--- src/hdl/assert_macros.svh ---
// assertion macros used by the top-level rtl file
// no dependencies
`ifndef ASSERT_MACROS_SVH
`define ASSERT_MACROS_SVH

// property checked on every rising edge outside reset
`define ASSERT_ALWAYS(label, clk, rst_n, prop, msg) \
	label: assert property (@(posedge clk) disable iff (!rst_n) (prop)) else $error(msg);

// condition in one cycle implies a condition in the next
`define ASSERT_NEXT(label, clk, rst_n, pre, post, msg) \
	label: assert property (@(posedge clk) disable iff (!rst_n) (pre) |=> (post)) else $error(msg);

`endif

--- src/hdl/bisect_pkg.sv ---
// shared constants and types of the bisection triangle block
// no dependencies
package bisect_pkg;

	localparam int MAX_DEPTH_DEF   = 16;
	localparam int COORD_WIDTH_DEF = 24;
	localparam int INDEX_WIDTH     = 17;
	localparam int DEPTH_WIDTH     = 5;
	localparam int REG_IDX_WIDTH   = 3;
	localparam int NUM_COORDS      = 6;

	localparam int C_AX = 0;
	localparam int C_AY = 1;
	localparam int C_BX = 2;
	localparam int C_BY = 3;
	localparam int C_CX = 4;
	localparam int C_CY = 5;

	typedef enum logic [REG_IDX_WIDTH-1:0] {
		REG_ROOT_A_X,
		REG_ROOT_A_Y,
		REG_ROOT_B_X,
		REG_ROOT_B_Y,
		REG_ROOT_C_X,
		REG_ROOT_C_Y,
		REG_VERTEX_ORDER
	} reg_index_t;

	typedef struct packed {
		logic advance;
		logic order;
	} cell_ctrl_t;

endpackage

--- src/hdl/bisect_cell.sv ---
// one bisection level of the cell chain
// depends on bisect_pkg
module bisect_cell #(
	parameter int COORD_WIDTH = bisect_pkg::COORD_WIDTH_DEF,
	parameter int MAX_DEPTH   = bisect_pkg::MAX_DEPTH_DEF,
	parameter int CNT_W       = $clog2(MAX_DEPTH + 1)
) (
	input  logic                                              clk,
	input  logic                                              arst_n,
	input  bisect_pkg::cell_ctrl_t                            ctrl,
	input  logic                                              in_valid,
	input  logic [CNT_W-1:0]                                  in_rem,
	input  logic [MAX_DEPTH-1:0]                              in_path,
	input  logic [bisect_pkg::NUM_COORDS-1:0][COORD_WIDTH-1:0] in_corners,
	output logic                                              out_valid,
	output logic [CNT_W-1:0]                                  out_rem,
	output logic [MAX_DEPTH-1:0]                              out_path,
	output logic [bisect_pkg::NUM_COORDS-1:0][COORD_WIDTH-1:0] out_corners
);
	import bisect_pkg::*;

	function automatic logic [COORD_WIDTH-1:0] mid(input logic [COORD_WIDTH-1:0] p,
			input logic [COORD_WIDTH-1:0] q);
		logic [COORD_WIDTH:0] s;
		s = {p[COORD_WIDTH-1], p} + {q[COORD_WIDTH-1], q};
		return s[COORD_WIDTH:1];
	endfunction

	logic                                    active;
	logic                                    right;
	logic [COORD_WIDTH-1:0]                  mx;
	logic [COORD_WIDTH-1:0]                  my;
	logic [NUM_COORDS-1:0][COORD_WIDTH-1:0] nxt;

	assign active = (in_rem != '0);
	assign right  = in_path[MAX_DEPTH-1];

	always_comb begin
		nxt = in_corners;
		if (!ctrl.order) begin
			mx = mid(in_corners[C_AX], in_corners[C_BX]);
			my = mid(in_corners[C_AY], in_corners[C_BY]);
		end else begin
			mx = mid(in_corners[C_AX], in_corners[C_CX]);
			my = mid(in_corners[C_AY], in_corners[C_CY]);
		end
		if (active) begin
			if (!ctrl.order) begin
				if (!right) begin
					nxt[C_AX] = in_corners[C_CX];
					nxt[C_AY] = in_corners[C_CY];
					nxt[C_BX] = in_corners[C_AX];
					nxt[C_BY] = in_corners[C_AY];
				end else begin
					nxt[C_AX] = in_corners[C_BX];
					nxt[C_AY] = in_corners[C_BY];
					nxt[C_BX] = in_corners[C_CX];
					nxt[C_BY] = in_corners[C_CY];
				end
				nxt[C_CX] = mx;
				nxt[C_CY] = my;
			end else begin
				if (!right) begin
					nxt[C_AX] = in_corners[C_AX];
					nxt[C_AY] = in_corners[C_AY];
					nxt[C_CX] = in_corners[C_BX];
					nxt[C_CY] = in_corners[C_BY];
				end else begin
					nxt[C_AX] = in_corners[C_BX];
					nxt[C_AY] = in_corners[C_BY];
					nxt[C_CX] = in_corners[C_CX];
					nxt[C_CY] = in_corners[C_CY];
				end
				nxt[C_BX] = mx;
				nxt[C_BY] = my;
			end
		end
	end

	always_ff @(posedge clk or negedge arst_n) begin
		if (!arst_n) begin
			out_valid <= 1'b0;
		end else if (ctrl.advance) begin
			out_valid <= in_valid;
		end
	end

	always_ff @(posedge clk) begin
		if (ctrl.advance) begin
			out_rem     <= active ? in_rem - CNT_W'(1) : '0;
			out_path    <= {in_path[MAX_DEPTH-2:0], 1'b0};
			out_corners <= nxt;
		end
	end

endmodule

--- config.mk ---
export PLATFORM = sky130hd
export DESIGN_NAME = bisect_cell
export DESIGN_NICKNAME = d
export VERILOG_FILES = /design/src/hdl/assert_macros.svh /design/src/hdl/bisect_pkg.sv /design/src/hdl/bisect_cell.sv
export SDC_FILE = /design/constraint.sdc
export NUM_CORES = 1
export LEC_CHECK = 0
export ABC_AREA = 1
export BUFFER_PORTS_ARGS = -buffer_cell sky130_fd_sc_hd__clkbuf_2
export CAP_MARGIN = 20
export CORE_UTILIZATION = 54
export CTS_CLUSTER_SIZE = 40
export DETAILED_ROUTE_END_ITERATION = 8
export PLACE_DENSITY = 0.78
export RECOVER_POWER = 25
export SLEW_MARGIN = 0
export SYNTH_ARGS = -nofsm -noshare
export SYNTH_HDL_FRONTEND = slang
export SYNTH_SLANG_ARGS = --single-unit
export TNS_END_PERCENT = 30
--- constraint.sdc ---
create_clock -name clk -period 0.9 [get_ports clk]
set_input_delay 0.045 -clock clk [delete_from_list [all_inputs] [get_ports clk]]
set_output_delay 0.045 -clock clk [all_outputs]
set_load 0.1 [all_outputs]
==> results by group, run 1 <==
Clock tree
  – Clock H-tree levels: 4
  – Root Buffer: sky130_fd_sc_hd__clkbuf_16
  – CTS buffer count: 17
  – Number of buffers between clock root and the deepest sink: 2
  – Clock sink count: approximately 170

GRT
  – Pin count of the biggest net entering global routing: 57
  – Global-route wire length before repair: between 100000 and 150000 um
  – Total Routing Usage GR: roughly three quarters
  – Aggregate global routing overflow: 19
  – Number of global-route vias before repair: about 23000

Synth
  – Biggest area contributors in the synthesized netlist: sky130_fd_sc_hd__edfxtp_1 38%, sky130_fd_sc_hd__nand2_1 18%, sky130_fd_sc_hd__inv_1 9.0%
  – Average instance area after synthesis: a little under 7 um^2
  – Cell with the most instances after synthesis: sky130_fd_sc_hd__nand2_1
  – Most used flip-flop cell after synthesis: sky130_fd_sc_hd__edfxtp_1
  – Cells after synthesis: 1881
  – Cell types with the highest counts after synthesis: 614 x sky130_fd_sc_hd__nand2_1, 313 x sky130_fd_sc_hd__inv_1, 217 x sky130_fd_sc_hd__o21ai_0
  – Net Count, Synth: between 2000 and 2500
  – Synthesis Warnings: 0
  – Sequential element share of the synthesized area: 38.0%
  – Async S/R FF share, synth: less than 1%
  – Area fraction of the dominant cell type after synthesis: between 30 and 40%
  – Synth cell types: 40
  – Post-synthesis cell type with the largest combined area: sky130_fd_sc_hd__edfxtp_1
  – Number of synthesized flops with an enable pin: around 160
  – Synthesis-stage register bit count: roughly 170
  – Summed instance area of the synthesized netlist: approximately 13000 um^2

Place
  – Detailed placement HPWL: 37900 um
  – # port buffers: about 330
  – Final weighted congestion of routability-driven global placement: roughly 1.0
  – Placed cell area: 19500 um^2
  – Placed cells: between 2000 and 3000

Die
  – Die width: roughly 160 um
  – I/O pin cnt: about 340
  – Number of standard-cell rows in the floorplan: 56
  – Starting utilization of the core area: a little under three fifths
  – Vertical die dimension: around 160 um

Outcome
  – Stage where the flow stopped: 5_1_grt
  – Tool error: [ERROR GRT-0116] Global routing finished with congestion. Check the congestion regions in the DRC Viewer.
  – Run status: stopped before the end
==> cell families after synthesis <==
family	Yosys count	synth area share [%]
other cells	1	0.0288
xor+xnor	23	1.60
buf+inv	405	12.2
simple gates	814	24.9
mux	2	0.163
fa+ha+maj	49	4.82
flops	165	38.0
compound gates	422	18.3
==> routing by layer <==
metal  global-route usage, %  overflow
met1                    73.9         0
met2                    93.9        10
met3                    61.2         0
met4                    80.6         9
met5                    23.6         0
==> per-stage QoR <==
step / TNS [ns] / utilization [%] / hold WS (ns) / setup slack, ns
4_1_cts: -111.81 / 96.7 / 0.000758 / -0.832
3_5_place_dp: -172.27 / 82.7 / -0.178 / -1.47
3_3_place_gp: -160.52 / 82.7 / -0.179 / -1.46
2_1_floorplan: -133.46 / - / -0.251 / -1.21
==> timing repair <==
item | CTS
buffers inserted | 57
gates cloned | 12
hold buffers | 43
hold endpoints to repair | 44
pin swaps | 193
resized for setup | 404
setup endpoints to repair | 311
==> run 2, diff against run 1 <==
Settings changed: CORE_UTILIZATION 54 to 39, CTS_CLUSTER_SIZE 40 to default, PLACE_DENSITY 0.78 to default, PLACE_DENSITY_LB_ADDON from default to 0.15.
==> run 2 against run 1 <==
Against the previous run:
- the flow now finishes, with violations (setup timing)
- synthesized area is the same
- synthesized cell count is the same
==> results by group, run 2 <==
Clock tree
  – Worst-Skew Late Latency: 0.45 ns
  – CTS tree: done
  – CTS buffer count: 17 (unchanged)
  – Root Buffer: sky130_fd_sc_hd__clkbuf_16
  – Clock sink count: 165 (unchanged)
  – Clock H-tree levels: 4 (unchanged)
  – Reg clk slew, reported paths: approximately 0.07 ns
  – Number of buffers between clock root and the deepest sink: 2 (unchanged)

Detailed routing
  – Total number of vias: around 17000
  – Final wirelength: 58800 um
  – Number of DRC violations after detailed-routing iteration 0: ~1300
  – Average vias per placed instance: 5.38
  – 1st-pass router iterations: 6
  – Antenna violation net count after detailed routing: 0
  – Post-detailed-route DRC marker count: 0
  – Detailed-route wire length per cell: around 19 um

Critical path
  – Worst reg2reg startpoint: out_valid$_DFFE_PN0P_
  – Register-to-Register Path Depth: 1
  – CP Max Fanout: 6
  – Worst setup startpoint: ctrl[0]
  – Slack of the worst reg-to-reg path: around 0.12 ns
  – Worst path required time: about 1.1 ns
  – Nature of the critical path startpoint: primary input
  – Critical Path End Type: flip-flop
  – Arrival time of the worst setup path: approximately 2.0 ns
  – Category of the critical setup timing path: in2reg
  – Critical R2R Capture: out_valid$_DFFE_PN0P_
  – Setup crit end: out_corners[76]$_DFFE_PP_

Cells and area
  – Largest registers: out_corners (144), out_path (15), out_rem (5)
  – Final cell area excluding filler cells: 25500 um^2
  – Fraction of layout cells with a size suffix above 1: 47.4%
  – Signed area change from the synthesized netlist to the final layout: 95.5%
  – Commonest cells after routing, fill and taps aside: 407 x sky130_fd_sc_hd__nand2_1, 297 x sky130_fd_sc_hd__buf_4, 270 x sky130_fd_sc_hd__inv_1
  – Most flops, register: out_corners
  – Final core utilization: between 70% and 80%
  – Number of nets in the layout: around 2900
  – Commonest non-fill, non-tap cell in the layout: sky130_fd_sc_hd__nand2_1
  – Flip-flop count of the largest register, all copies and words added: between 100 and 150

Power and ir drop
  – Proportion of power drawn by combinational gates: between 50% and 60%
  – Lkg Pwr: approximately 12 nW
  – Internal portion of total power: 0.0225 W
  – VDD IR max: 1.32 mV
  – NetSw: around 0.017 W
  – Sequential share of power: roughly a quarter
  – Part of the power in the clock network: 18.2%
  – PD cells: about 1600 nW/um^2
  – Sw Ratio: a little over two fifths

Synth
  – Async S/R FF share, synth: 0.606% (unchanged)
  – Net Count, Synth: 2100 (unchanged)
  – Number of synthesized flops with an enable pin: 164 (unchanged)
  – Cell with the most instances after synthesis: sky130_fd_sc_hd__nand2_1
  – Biggest area contributors in the synthesized netlist: sky130_fd_sc_hd__edfxtp_1 38%, sky130_fd_sc_hd__nand2_1 18%, sky130_fd_sc_hd__inv_1 9.0%
  – Synthesized-area fraction occupied by xor and xnor cells: 1.60% (unchanged)
  – Adder-cell share of the synthesized area: 4.82% (unchanged)
  – Post-synthesis cell type with the largest combined area: sky130_fd_sc_hd__edfxtp_1
  – Synth cell types: 40 (unchanged)
  – Sequential element share of the synthesized area: 38.0% (unchanged)
  – Most used flip-flop cell after synthesis: sky130_fd_sc_hd__edfxtp_1
  – Average instance area after synthesis: 6.93 um^2 (unchanged)
  – Area fraction in compound gates after synthesis: 18.3% (unchanged)
  – Cells after synthesis: 1881 (unchanged)
  – Share of synthesized cell area in and, or, nand and nor gates: 24.9% (unchanged)
  – Synthesis Warnings: 0 (unchanged)
  – Cell types with the highest counts after synthesis: 614 x sky130_fd_sc_hd__nand2_1, 313 x sky130_fd_sc_hd__inv_1, 217 x sky130_fd_sc_hd__o21ai_0
  – Mux share of post-synthesis cell area: 0.163% (unchanged)
  – Dominant combinational cell family by area after synthesis: simple AND/OR/NAND/NOR gates
  – Synthesis-stage register bit count: 165 (unchanged)
  – Area fraction of the dominant cell type after synthesis: 37.8% (unchanged)
  – Summed instance area of the synthesized netlist: 13000 um^2 (unchanged)

Outcome
  – Run status: finished with violations
  – Violated checks: setup timing

Place
  – # port buffers: 334 (unchanged)
  – Detailed placement HPWL: 37000 um (-2.3%)
  – Placed cell area: 20000 um^2 (+2.5%)
  – Final weighted congestion of routability-driven global placement: 1.04 (+3.3%)

GRT
  – Global-route wire length before repair: roughly 83000 um
  – Pin count of the biggest net entering global routing: 70
  – Antenna violations before repair: 3
  – Total Routing Usage GR: a little under a third
  – Aggregate global routing overflow: 0
  – Number of global-route vias before repair: ~16000

Die
  – Core area: around 33000 um^2
  – Die width: 185 um (+17%)
  – Die footprint: between 30000 and 40000 um^2
  – I/O pin cnt: 336 (unchanged)
  – Starting utilization of the core area: 39.8% (-15 points)
  – Number of standard-cell rows in the floorplan: 66 (+18%)
  – Vertical die dimension: 185 um (+17%)

STA
  – FMAX: 543 MHz
  – Worst-case headroom to the max-slew limit: between 40% and 50%
  – Final critical path time including I/O delays and setup: ~1.8 ns
  – Setup repair after global routing missed its margin: true
  – Number of hold-slack violations in the final timing report: 0
  – Pin slew with the least headroom to its limit: about 0.76 ns
  – Number of max-slew violations in the final report: 0
  – Final setup vio count: between 300 and 400
  – Post-Route Hold Slack: around 0.016 ns
  – Post-route fraction of the period consumed by the critical path: 205%
  – Setup Skew: 0 ns
  – Total negative setup slack: -113.78 ns
  – Worst path setup slack after routing: -0.941 ns

Flow run
  – Max-capacitance violation count: 0

Worst hold path
  – Hold Crit Class: in2reg
  – HP Start: in_corners[47]
[run 2: cell counts after synthesis]
No cell type changed its count.
[run 2: worst min-delay path by stage]
stage	end	slack, ns	depth (start not counted)
2_1_floorplan	out_valid$_DFFE_PN0P_	-0.25	0
3_3_place_gp	out_valid$_DFFE_PN0P_	-0.18	1
3_5_place_dp	out_valid$_DFFE_PN0P_	-0.18	1
4_1_cts	out_corners[143]$_DFFE_PP_	0.0003	4
5_1_grt	out_corners[47]$_DFFE_PP_	0.04	3
6_report	out_corners[47]$_DFFE_PP_	0.02	3
[run 2: cell type report]
type / instances / area [um^2]
inverter: 315 / 1200
sequential: 165 / 4950
tap: 442 / 553
clock inverter: 10 / 108
fill: 2177 / 7230
timing repair buffer: 828 / 9020
multi-input combinational: 1311 / 9190
clock buffer: 22 / 444
antenna: 3 / 7.51
[run 2: logic make-up (layout without fill, tap and decap cells)]
family | after synthesis | in the layout
AO/OA/AOI/OAI | 422 | 422
XOR/XNOR | 23 | 23
adder cells (fa/ha/maj) | 49 | 49
buffers and inverters | 405 | 1175
flip-flops | 165 | 165
multiplexers | 2 | 2
other | 1 | 4
AND/OR/NAND/NOR | 814 | 814
[run 2: worst max-delay path, cell delays in order]
cell	delay, ns
sky130_fd_sc_hd__buf_16	0.13
sky130_fd_sc_hd__buf_16	0.16
sky130_fd_sc_hd__buf_8	0.13
sky130_fd_sc_hd__nand2_2	0.04
sky130_fd_sc_hd__o21ai_1	0.07
sky130_fd_sc_hd__ha_1	0.38
sky130_fd_sc_hd__nand2_1	0.11
sky130_fd_sc_hd__nand2_2	0.09
sky130_fd_sc_hd__a21oi_2	0.18
sky130_fd_sc_hd__o21ai_4	0.10
sky130_fd_sc_hd__buf_4	0.15
sky130_fd_sc_hd__buf_6	0.11
sky130_fd_sc_hd__xor2_2	0.14
sky130_fd_sc_hd__nor2_1	0.09
sky130_fd_sc_hd__o22ai_1	0.10
[run 2: per-layer routing]
metal,track usage [%],vias up,routed length (um)
met1,35.1,7857,21300
met3,4.74,214,4280
met2,56.8,877,30000
met4,18.0,0,3110
met5,0,-,0
li1,-,7716,-
[run 2: power by group through the flow]
| stage | logic, W | clock network [W] | registers, W |
|---|---|---|---|
| detailed placement | 0.0180 | 0 | 0.0106 |
| CTS | 0.0204 | 0.00732 | 0.0105 |
| global placement | 0.0178 | 0 | 0.0106 |
| global route | 0.0232 | 0.00761 | 0.0105 |
| finish | 0.0222 | 0.00730 | 0.0105 |
| floorplan | 0.00448 | 0 | 0.0166 |
[run 2: per-stage QoR]
stage | setup WS (ns) | power, W | instances
final | -0.941 | 0.0400 | 3096
after global placement | -1.61 | 0.0285 | 2853
after CTS | -0.830 | 0.0382 | 3046
after global routing | -1.05 | 0.0413 | 3094
after detailed placement | -1.62 | 0.0286 | 2853
after floorplan | -1.21 | 0.0211 | 1881
[run 2: timing repair]
item | 4_1_cts | 5_1_grt
cloned | 14 | 7
buffers inserted | 53 | 42
endpoints found under the setup margin | 311 | 314
pin swaps | 164 | 217
hold buffers | 98 | 0
endpoints found under the hold margin | 98 | 0
resized for setup | 420 | 289
No activity file was read; power rests on OpenSTA's default activity.
==> run 3, diff against run 2 <==
Settings changed: CORE_UTILIZATION 39 to 50.
==> run 3 against run 2 <==
Against the previous run:
- the flow now stops in 5_1_grt
- synthesized cell count unchanged
- synthesized area unchanged
==> results by group, run 3 <==
Outcome
  – Run status: stopped before the end
  – Stage where the flow stopped: 5_1_grt
  – Tool error: [ERROR GRT-0232] Routing congestion too high. Check the congestion heatmap in the GUI.

Synth
  – Number of synthesized flops with an enable pin: 164 (unchanged)
  – Synth cell types: 40 (unchanged)
  – Synthesis Warnings: 0 (unchanged)
  – Area fraction of the dominant cell type after synthesis: 37.8% (unchanged)
  – Dominant combinational cell family by area after synthesis: simple AND/OR/NAND/NOR gates
  – Sequential element share of the synthesized area: 38.0% (unchanged)
  – Summed instance area of the synthesized netlist: 13000 um^2 (unchanged)
  – Average instance area after synthesis: 6.93 um^2 (unchanged)
  – Biggest area contributors in the synthesized netlist: sky130_fd_sc_hd__edfxtp_1 38%, sky130_fd_sc_hd__nand2_1 18%, sky130_fd_sc_hd__inv_1 9.0%
  – Async S/R FF share, synth: 0.606% (unchanged)
  – Cell types with the highest counts after synthesis: 614 x sky130_fd_sc_hd__nand2_1, 313 x sky130_fd_sc_hd__inv_1, 217 x sky130_fd_sc_hd__o21ai_0
  – Cell with the most instances after synthesis: sky130_fd_sc_hd__nand2_1
  – Post-synthesis cell type with the largest combined area: sky130_fd_sc_hd__edfxtp_1
  – Net Count, Synth: 2100 (unchanged)
  – Adder-cell share of the synthesized area: 4.82% (unchanged)
  – Cells after synthesis: 1881 (unchanged)
  – Area fraction in compound gates after synthesis: 18.3% (unchanged)
  – Most used flip-flop cell after synthesis: sky130_fd_sc_hd__edfxtp_1
  – Synthesis-stage register bit count: 165 (unchanged)
  – Mux share of post-synthesis cell area: 0.163% (unchanged)
  – Synthesized-area fraction occupied by xor and xnor cells: 1.60% (unchanged)
  – Share of synthesized cell area in and, or, nand and nor gates: 24.9% (unchanged)

GRT
  – Aggregate global routing overflow: 13
  – Pin count of the biggest net entering global routing: 81
  – Total Routing Usage GR: between 70% and 80%

Die
  – Vertical die dimension: 163 um (-12%)
  – Die width: 163 um (-12%)
  – I/O pin cnt: 336 (unchanged)
  – Number of standard-cell rows in the floorplan: 58 (-12%)
  – Starting utilization of the core area: 51.3% (+11 points)

STA
  – Pin category terminating the worst setup path after the last repair: register data pin
  – Worst Endpoint after GRT Repair: out_corners[63]$_DFFE_PP_/D

Clock tree
  – Clock H-tree levels: 4 (unchanged)
  – Number of buffers between clock root and the deepest sink: 2 (unchanged)
  – Clock sink count: 165 (unchanged)
  – Root Buffer: sky130_fd_sc_hd__clkbuf_16
  – CTS buffer count: 17 (unchanged)

Place
  – # port buffers: 334 (unchanged)
  – Worst Setup Slack post-DPL: -1.46 ns (+0.161 ns)
  – Final weighted congestion of routability-driven global placement: 1.00 (-3.6%)
  – Placed cell area: 19600 um^2 (-2.0%)
  – Detailed placement HPWL: 36800 um (-0.62%)
run 3: cell counts after synthesis:
No cell type changed its count.
run 3: what timing repair did:
item,4_1_cts
pin swaps,177
endpoints found under the hold margin,42
cloned,9
setup buffers,71
gates resized for setup,317
setup endpoints to repair,310
hold buffers,43
run 3: logic make-up after synthesis:
kind of cell / count (synthesis)
xor gates and xnor gates: 23
muxes: 2
and+or+nand+nor: 814
buffers and inverters: 405
AOI/OAI and AO/OA: 422
other: 1
adders and majority gates: 49
DFF: 165
run 3: per-stage QoR:
step	setup TNS, ns	cells	hold slack [ns]
after CTS	-100.39	2854	0.000942
after detailed placement	-166.18	2700	-0.178
after floorplan	-133.46	1881	-0.251
after global placement	-159.67	2700	-0.180
run 3: routing by layer:
layer	GRT usage, %	GRT overflow
met3	65.7	0
met4	77.6	6
met2	93.8	7
met1	77.1	0
met5	28.8	0
